==> config.mk <==
export PLATFORM = sky130hd
export DESIGN_NAME = npc_front
export DESIGN_NICKNAME = d
export VERILOG_FILES = /design/src/rtl/npc_pkg.sv /design/src/rtl/npc_front.sv
export SDC_FILE = /design/constraint.sdc
export NUM_CORES = 1
export LEC_CHECK = 0
export ABC_AREA = 1
export BUFFER_PORTS_ARGS = -buffer_cell sky130_fd_sc_hd__buf_2
export CAP_MARGIN = 20
export CELL_PAD_IN_SITES_DETAIL_PLACEMENT = 2
export CELL_PAD_IN_SITES_GLOBAL_PLACEMENT = 2
export CORE_UTILIZATION = 38
export DETAILED_ROUTE_END_ITERATION = 6
export PLACE_DENSITY = 0.77
export SLEW_MARGIN = 20
export SYNTH_ARGS = -nofsm -noshare
export SYNTH_HDL_FRONTEND = slang
export SYNTH_SLANG_ARGS = --single-unit
==> constraint.sdc <==
create_clock -name aclk -period 4.55 [get_ports aclk]
set_input_delay 0.6825 -clock aclk [delete_from_list [all_inputs] [get_ports aclk]]
set_output_delay 0.6825 -clock aclk [all_outputs]
set_load 0.05 [all_outputs]
==> src/rtl/npc_pkg.sv <==
// Shared types, constants and helpers of the nearest path point coverage core.
// Used by every module of the block but npc_ram; depends on nothing.
package npc_pkg;

    // Path storage and coordinate sizes.
    localparam int MAX_POINTS = 1024;
    localparam int COORD_BITS = 20;
    localparam int IDX_W      = $clog2(MAX_POINTS);
    localparam int CNT_W      = $clog2(MAX_POINTS + 1);
    localparam int DIFF_W     = COORD_BITS + 1;
    localparam int SQ_W       = 2 * DIFF_W;
    localparam int SUM_W      = SQ_W + 2;

    // Fixed field widths of the channels and registers.
    localparam int OP_W       = 3;
    localparam int DIST_W     = 44;
    localparam int RATIO_CFG_W = 17;
    localparam int AGE_W      = 16;
    localparam int OUT_IDX_W  = 10;
    localparam int OUT_CNT_W  = 11;
    localparam int CMP_W      = (SUM_W > DIST_W) ? SUM_W : DIST_W;
    localparam int RATIO_W    = CNT_W + RATIO_CFG_W;
    localparam int IN_DATA_W  = ((OP_W + 3 * COORD_BITS + 7) / 8) * 8;
    localparam int OUT_DATA_W = 104;

    // Configuration port.
    localparam int APB_ADDR_W = 5;
    localparam int APB_DATA_W = 64;
    localparam logic [1:0] REG_MIN_RATIO = 2'd0;
    localparam logic [1:0] REG_MAX_REACH = 2'd1;
    localparam logic [1:0] REG_MAX_AGE   = 2'd2;

    // Opcodes of the input channel.
    localparam logic [OP_W-1:0] OP_POINT  = 3'd0;
    localparam logic [OP_W-1:0] OP_TARGET = 3'd1;
    localparam logic [OP_W-1:0] OP_TRACK  = 3'd2;
    localparam logic [OP_W-1:0] OP_GATE   = 3'd3;
    localparam logic [OP_W-1:0] OP_TICK   = 3'd4;

    // Age counter slots.
    localparam logic [1:0] SRC_PATH   = 2'd0;
    localparam logic [1:0] SRC_TARGET = 2'd1;
    localparam logic [1:0] SRC_TRACK  = 2'd2;
    localparam logic [1:0] SRC_GATE   = 2'd3;

    typedef enum logic [2:0] {
        K_POINT, K_TARGET, K_TRACK, K_GATE, K_TICK, K_NOP
    } kind_t;

    typedef struct packed {
        logic signed [COORD_BITS-1:0] z;
        logic signed [COORD_BITS-1:0] y;
        logic signed [COORD_BITS-1:0] x;
    } point_t;

    // One queued item after classification.
    typedef struct packed {
        kind_t  kind;
        point_t pt;
        logic   last;
        logic   flag;
    } entry_t;

    // Back end status seen by the checks at the top level.
    typedef struct packed {
        logic             init;
        logic             pop;
        logic [CNT_W-1:0] covered;
        logic [CNT_W-1:0] committed;
    } dbg_t;

    typedef enum logic [3:0] {
        ST_INIT, ST_IDLE, ST_EXEC, ST_COMMIT, ST_CLEAR,
        ST_SCAN, ST_MARK_RD, ST_MARK_WR, ST_EMIT
    } st_t;

    function automatic kind_t classify(input logic [OP_W-1:0] op);
        kind_t k;
        unique case (op)
            OP_POINT:  k = K_POINT;
            OP_TARGET: k = K_TARGET;
            OP_TRACK:  k = K_TRACK;
            OP_GATE:   k = K_GATE;
            OP_TICK:   k = K_TICK;
            default:   k = K_NOP;
        endcase
        return k;
    endfunction

endpackage

==> src/rtl/npc_front.sv <==
// Front end: accepts input items, classifies the opcode and queues them.
// Depends on npc_pkg.
module npc_front (
    input  logic                          aclk,
    input  logic                          aresetn,
    input  logic                          s_tvalid,
    output logic                          s_tready,
    // opcode[2:0], coord_x[22:3], coord_y[42:23], coord_z[62:43], zero pad
    input  logic [npc_pkg::IN_DATA_W-1:0] s_tdata,
    input  logic                          s_tlast,
    // flag_value
    input  logic                          s_tuser,
    input  logic                          pop,
    output npc_pkg::entry_t               head,
    output logic                          head_valid
);

    localparam int CW = npc_pkg::COORD_BITS;
    localparam int OW = npc_pkg::OP_W;

    npc_pkg::entry_t ent_reg [2];
    logic            wr_ptr_reg;
    logic            rd_ptr_reg;
    logic [1:0]      count_reg;
    npc_pkg::entry_t incoming;
    logic            push;

    // Decode the incoming item.
    always_comb begin
        incoming.kind = npc_pkg::classify(s_tdata[OW-1:0]);
        incoming.pt.x = s_tdata[OW +: CW];
        incoming.pt.y = s_tdata[OW + CW +: CW];
        incoming.pt.z = s_tdata[OW + 2*CW +: CW];
        incoming.last = s_tlast;
        incoming.flag = s_tuser;
    end

    assign s_tready   = (count_reg != 2'd2);
    assign push       = s_tvalid && s_tready;
    assign head_valid = (count_reg != 2'd0);
    assign head       = ent_reg[rd_ptr_reg];

    // Two-entry queue storage.
    always_ff @(posedge aclk) begin
        if (push) begin
            ent_reg[wr_ptr_reg] <= incoming;
        end
    end

    // Queue pointers and fill level.
    always_ff @(posedge aclk) begin
        if (!aresetn) begin
            wr_ptr_reg <= 1'b0;
            rd_ptr_reg <= 1'b0;
            count_reg  <= 2'd0;
        end else begin
            if (push) begin
                wr_ptr_reg <= ~wr_ptr_reg;
            end
            if (pop) begin
                rd_ptr_reg <= ~rd_ptr_reg;
            end
            count_reg <= count_reg + 2'(push) - 2'(pop);
        end
    end

endmodule

### Yosys cells after proc, flatten, opt, wreduce, memory -nomap -nowiden

Memory sizes are Yosys's and may differ from the RTL's. A register that Yosys moved wholly into a read port is not among the register bits.
Cells that the tools add are included.

* flip-flop bits (word level): 4
* RAM bits: 130
* bits of input ports: 70
* output and inout bits: 67
* logic and storage cells: 21
* memories kept: 1

* $add $sub $neg: 2
* equality and inequality tests: 5
* muxes and demuxes: 5
* bitwise logic cells: 2
* reductions and logical operators: 3

Memory list
* ent_reg: words 2, bits a word 65, read ports 1, clocked after Yosys merged registers in 1, wr ports 1, RTL line npc_front.sv:21 `npc_pkg::entry_t ent_reg [2];`

Operators by type and width (count)
* $pmux W3 S5: 1
* $eq A3 B2 Y1 const B: 2
* $mux W1: 4
* $eq A3 B1 Y1 const B: 1
* $eq A3 B3 Y1 const B: 1
* $logic_not A3 Y1: 1
* $add A2 B1 Y2: 1
* $ne A2 B2 Y1 const B: 1
* $not A1 Y1: 2
* $reduce_bool A2 Y1: 1
* $sub A2 B1 Y2: 1
* $logic_and A1 B1 Y1: 1

### Depth between registers and ports, before layout

* word-level depth: 4
* depth in mapped cells: 11
* gate-level depth less buffers: 11

### Least setup slack after synthesis

OpenSTA, ideal clock, no wires.

* kind: register -> register
* start point: register count_reg[0]
* end point: memory ent_reg[1][0] (netlist bit) (enable)
* data arrival time: 3.751 ns
* path slack: 0.309 ns
* stages on the path, launching flop included: 5
* buffers on the path: 0
* cells stage by stage: dfxtp_1 > inv_1 > nand2_1 > nand2_1 > nor2_1

* cells in the longest elaborated chain, start to end: 4

RTL lines
* start, declared: RTL line npc_front.sv:24 `logic [1:0] count_reg;`
* start signal, assigned: RTL line npc_front.sv:63 `count_reg <= count_reg + 2'(push) - 2'(pop);`
* $ne A2 B2 Y1: RTL line npc_front.sv:38 `assign s_tready = (count_reg != 2'd2);`
* net s_tready: RTL line npc_front.sv:7 `output logic s_tready,`
* $logic_and A1 B1 Y1: RTL line npc_front.sv:39 `assign push = s_tvalid && s_tready;`
* $mux W1: RTL line npc_front.sv:45 `if (push) begin`
* $mux W1 (not written as such): RTL line npc_front.sv:46 `ent_reg[wr_ptr_reg] <= incoming;`
* end, declared: RTL line npc_front.sv:21

The timed path passes the listed nets, and every way through them passes these cells.

==> results.sh <==
export IMPL_dieHeight_um=118.3
export IMPL_vias_per_cell=4.626
export IMPL_leakage_nw=2.575
export IMPL_grt_start_max_net_pins=56
export IMPL_reg2reg_depth=5
export IMPL_critPathKind="reg -> out"
export IMPL_arrival_ns=2.33
export IMPL_yosys_most_used_dff="edfxtp_1"
export IMPL_p_sw_share_pct=27.90
export IMPL_netlist_cell_type_count=15
export IMPL_yosysTopAreaCell="edfxtp_1"
export IMPL_path_clk_slew_ns=0.06
export IMPL_maxSlewViolCount=0
export IMPL_gr_total_overflow=0
export IMPL_ys_ff_latch=135
export IMPL_wl_per_cell_um=17.69
export IMPL_yosysMostFrequentCell="edfxtp_1"
export IMPL_avgSynthCellArea_um2=21.49
export IMPL_required_ns=3.87
export IMPL_num_antenna_cells=0
export IMPL_worst_clock_skew_ns=0.008689
export IMPL_gp_congestion=0.6253
export IMPL_p_sw_mw=0.9086
export IMPL_cts_hold_buf=0
export IMPL_critPathMaxFanout=55
export IMPL_r2r_start="count_reg[0]"
export IMPL_ir_drop_uv=303.8
export IMPL_r2r_end="ent_reg[0][45]"
export IMPL_port_buffers=135
export IMPL_synth_enable_flop_cells=130
export IMPL_setup_violations=0
export IMPL_netlist_instances=239
export IMPL_min_path_cells=1
export IMPL_dp_hpwl_mm=7.039
export IMPL_num_io_pins=137
export IMPL_netlist_area_leader_share_pct=76.00
export IMPL_ctsResizeCount=0
export IMPL_ant_nets=0
export IMPL_drive_gt1_share_pct=56.72
export IMPL_synthToLayoutAreaGrowth_pct=26.43
export IMPL_max_slew_worst_pin_slew_ns=0.9756
export IMPL_drv_cap=0
export IMPL_postCtsSetupRepairBufs=0
export IMPL_setup_ws_ns=1.536
export IMPL_fp_dieW_um=118.3
export IMPL_start_kind="flip-flop"
export IMPL_fmaxAchievable_mhz=331.7
export IMPL_hold_class="in -> reg"
export IMPL_cp_end_kind="primary output"
export IMPL_cts_max_level=4
export IMPL_cts_root_buf="clkbuf_16"
export IMPL_synthesis_area_mm2=0.005136
export IMPL_seqPwrFrac_pct=47.2
export IMPL_rsz0062_at_grt="no"
export IMPL_insertion_delay_ns=0.41
export IMPL_post_route_period_util_pct=66.25
export IMPL_coreArea_mm2=0.01319
export IMPL_finalHoldViolations=0
export IMPL_start_util_pct=38.94
export IMPL_clock_sinks=135
export IMPL_numCtsBuffers=17
export IMPL_yosys_warnings=0
export IMPL_drtIter0Drc=134
export IMPL_hold_start="s_tdata[59]"
export IMPL_relSlewSlack_pct=34.96
export IMPL_die_area_mm2=0.01399
export IMPL_status="finished, final reports clean"
export IMPL_antenna_found_initial=0
export IMPL_nNetsFinal=461
export IMPL_r2r_setup_slack_ns=2.58
export IMPL_largest_reg_flops=130
export IMPL_syn_num_nets=310
export IMPL_yosys_top_cells_area="edfxtp_1 76%, mux2_4 15%, mux2_2 3.3%, dfxtp_1 1.9%, buf_6 1.3%"
export IMPL_vias=2674
export IMPL_grt_use_total_pct=15.84
export IMPL_dp_slack_ns=1.890
export IMPL_remaining_drc_errors=0
export IMPL_drtPass1Iterations=4
export IMPL_multiInputGateArea_mm2=0.001049
export IMPL_post_route_min_period_ns=3.014
export IMPL_rows=42
export IMPL_cts_tree="done"
export IMPL_fill_cells=1240
export IMPL_tns_ns=0
export IMPL_p_clk_share_pct=34.7
export IMPL_finalCoreUtilization_pct=49.23
export IMPL_grt_pass1_vias=2970
export IMPL_totalWireLength_mm=10.22
export IMPL_synthArstFlopShare_pct=0
export IMPL_min_to="ent_reg[0][58]"
export IMPL_seqCellArea_mm2=0.004008
export IMPL_clk_path_buf_depth=2
export IMPL_ys_seq_area_share_pct=77.95
export IMPL_synth_top_cells_by_count="130 x edfxtp_1, 50 x mux2_4, 15 x mux2_2"
export IMPL_p_int_mw=2.348
export IMPL_p_per_area_mw_per_mm2=501.5
export IMPL_grt_pass1_wl_mm=15.95
export IMPL_p_comb_share_pct=18.1
-- area by class of cell --
cell class / instances / area share (%)
Tap cell: 176 / 3.391
Sequential cell: 135 / 61.71
Clock inverter: 8 / 0.5202
Inverter: 6 / 0.3468
Multi-Input combinational cell: 90 / 16.15
Timing Repair Buffer: 140 / 10.98
Clock buffer: 23 / 6.898
-- power by group through the flow --
stage | Clock [mW] | Sequential, mW | Combinational, mW
after detailed placement | 0 | 1.56 | 0.597
after global placement | 0 | 1.55 | 0.583
after floorplan | 0 | 1.54 | 0.472
after global routing | 1.22 | 1.55 | 0.621
after CTS | 1.17 | 1.54 | 0.600
final | 1.13 | 1.54 | 0.590
-- stage by stage --
step                power [mW]  instance area (µm²)  hold slack, ns  std cells
floorplan                2.013                 5136          0.4635        239
global placement         2.135                 6012          0.4761        547
detailed placement       2.161                 6012          0.5141        547
CTS                      3.307                 6494          0.4336        578
global route             3.384                 6494          0.4389        578
finish                   3.256                 6494          0.4579        578
-- critical path, cell delays in order (launching register included) --
cell and delay, ns:
dfxtp_4 0.97, buf_4 0.39, mux2_4 0.33, buf_2 0.21
-- per-layer routing --
layer | vias up | part of all wire (%) | wire length (µm) | GRT usage (%)
li1 | 1228 | - | - | -
met1 | 1340 | 40 | 4046 | 16.69
met2 | 93 | 54 | 5475 | 28.20
met3 | 13 | 5.4 | 555 | 5.598
met4 | 0 | 1.4 | 144 | 7.212
met5 | - | 0 | 0 | 0
-- worst max-delay path by stage --
stage / start / cells past startpoint / endpoint / slack (ns)
floorplan: count_reg[0] / 4 / ent_reg[1][0] / 0.31
global placement: flip-flop / 3 / head[27] / 1.90
detailed placement: flip-flop / 3 / head[31] / 1.89
CTS: flip-flop / 3 / head[27] / 1.43
global route: flip-flop / 3 / head[27] / 1.37
finish: flip-flop / 3 / head[31] / 1.54
-- cells in the final DEF (no fill, tap or decap), types with 5 or more instances in the layout --
cell type and instances:
clkinv_1 5, edfxtp_1 130, clkbuf_1 6, buf_4 5
mux2_2 15, clkbuf_16 17, mux2_4 50, inv_1 6
buf_2 135, nand2_1 12, nor2_1 6
-- kinds of logic (layout without fill, tap and decap cells) --
logic type / count (synthesis) / count (layout) / share of synthesized area, %
buffers and inverters: 14 / 177 / 1.924
muxes: 65 / 65 / 17.90
and+or+nand+nor: 21 / 21 / 1.559
xor gates and xnor gates: 1 / 1 / 0.1706
AOI/OAI and AO/OA: 2 / 2 / 0.2436
DFF: 135 / 135 / 77.95
adders and majority gates: 1 / 1 / 0.2436
Note: power is estimated with default switching activity, not from simulation.
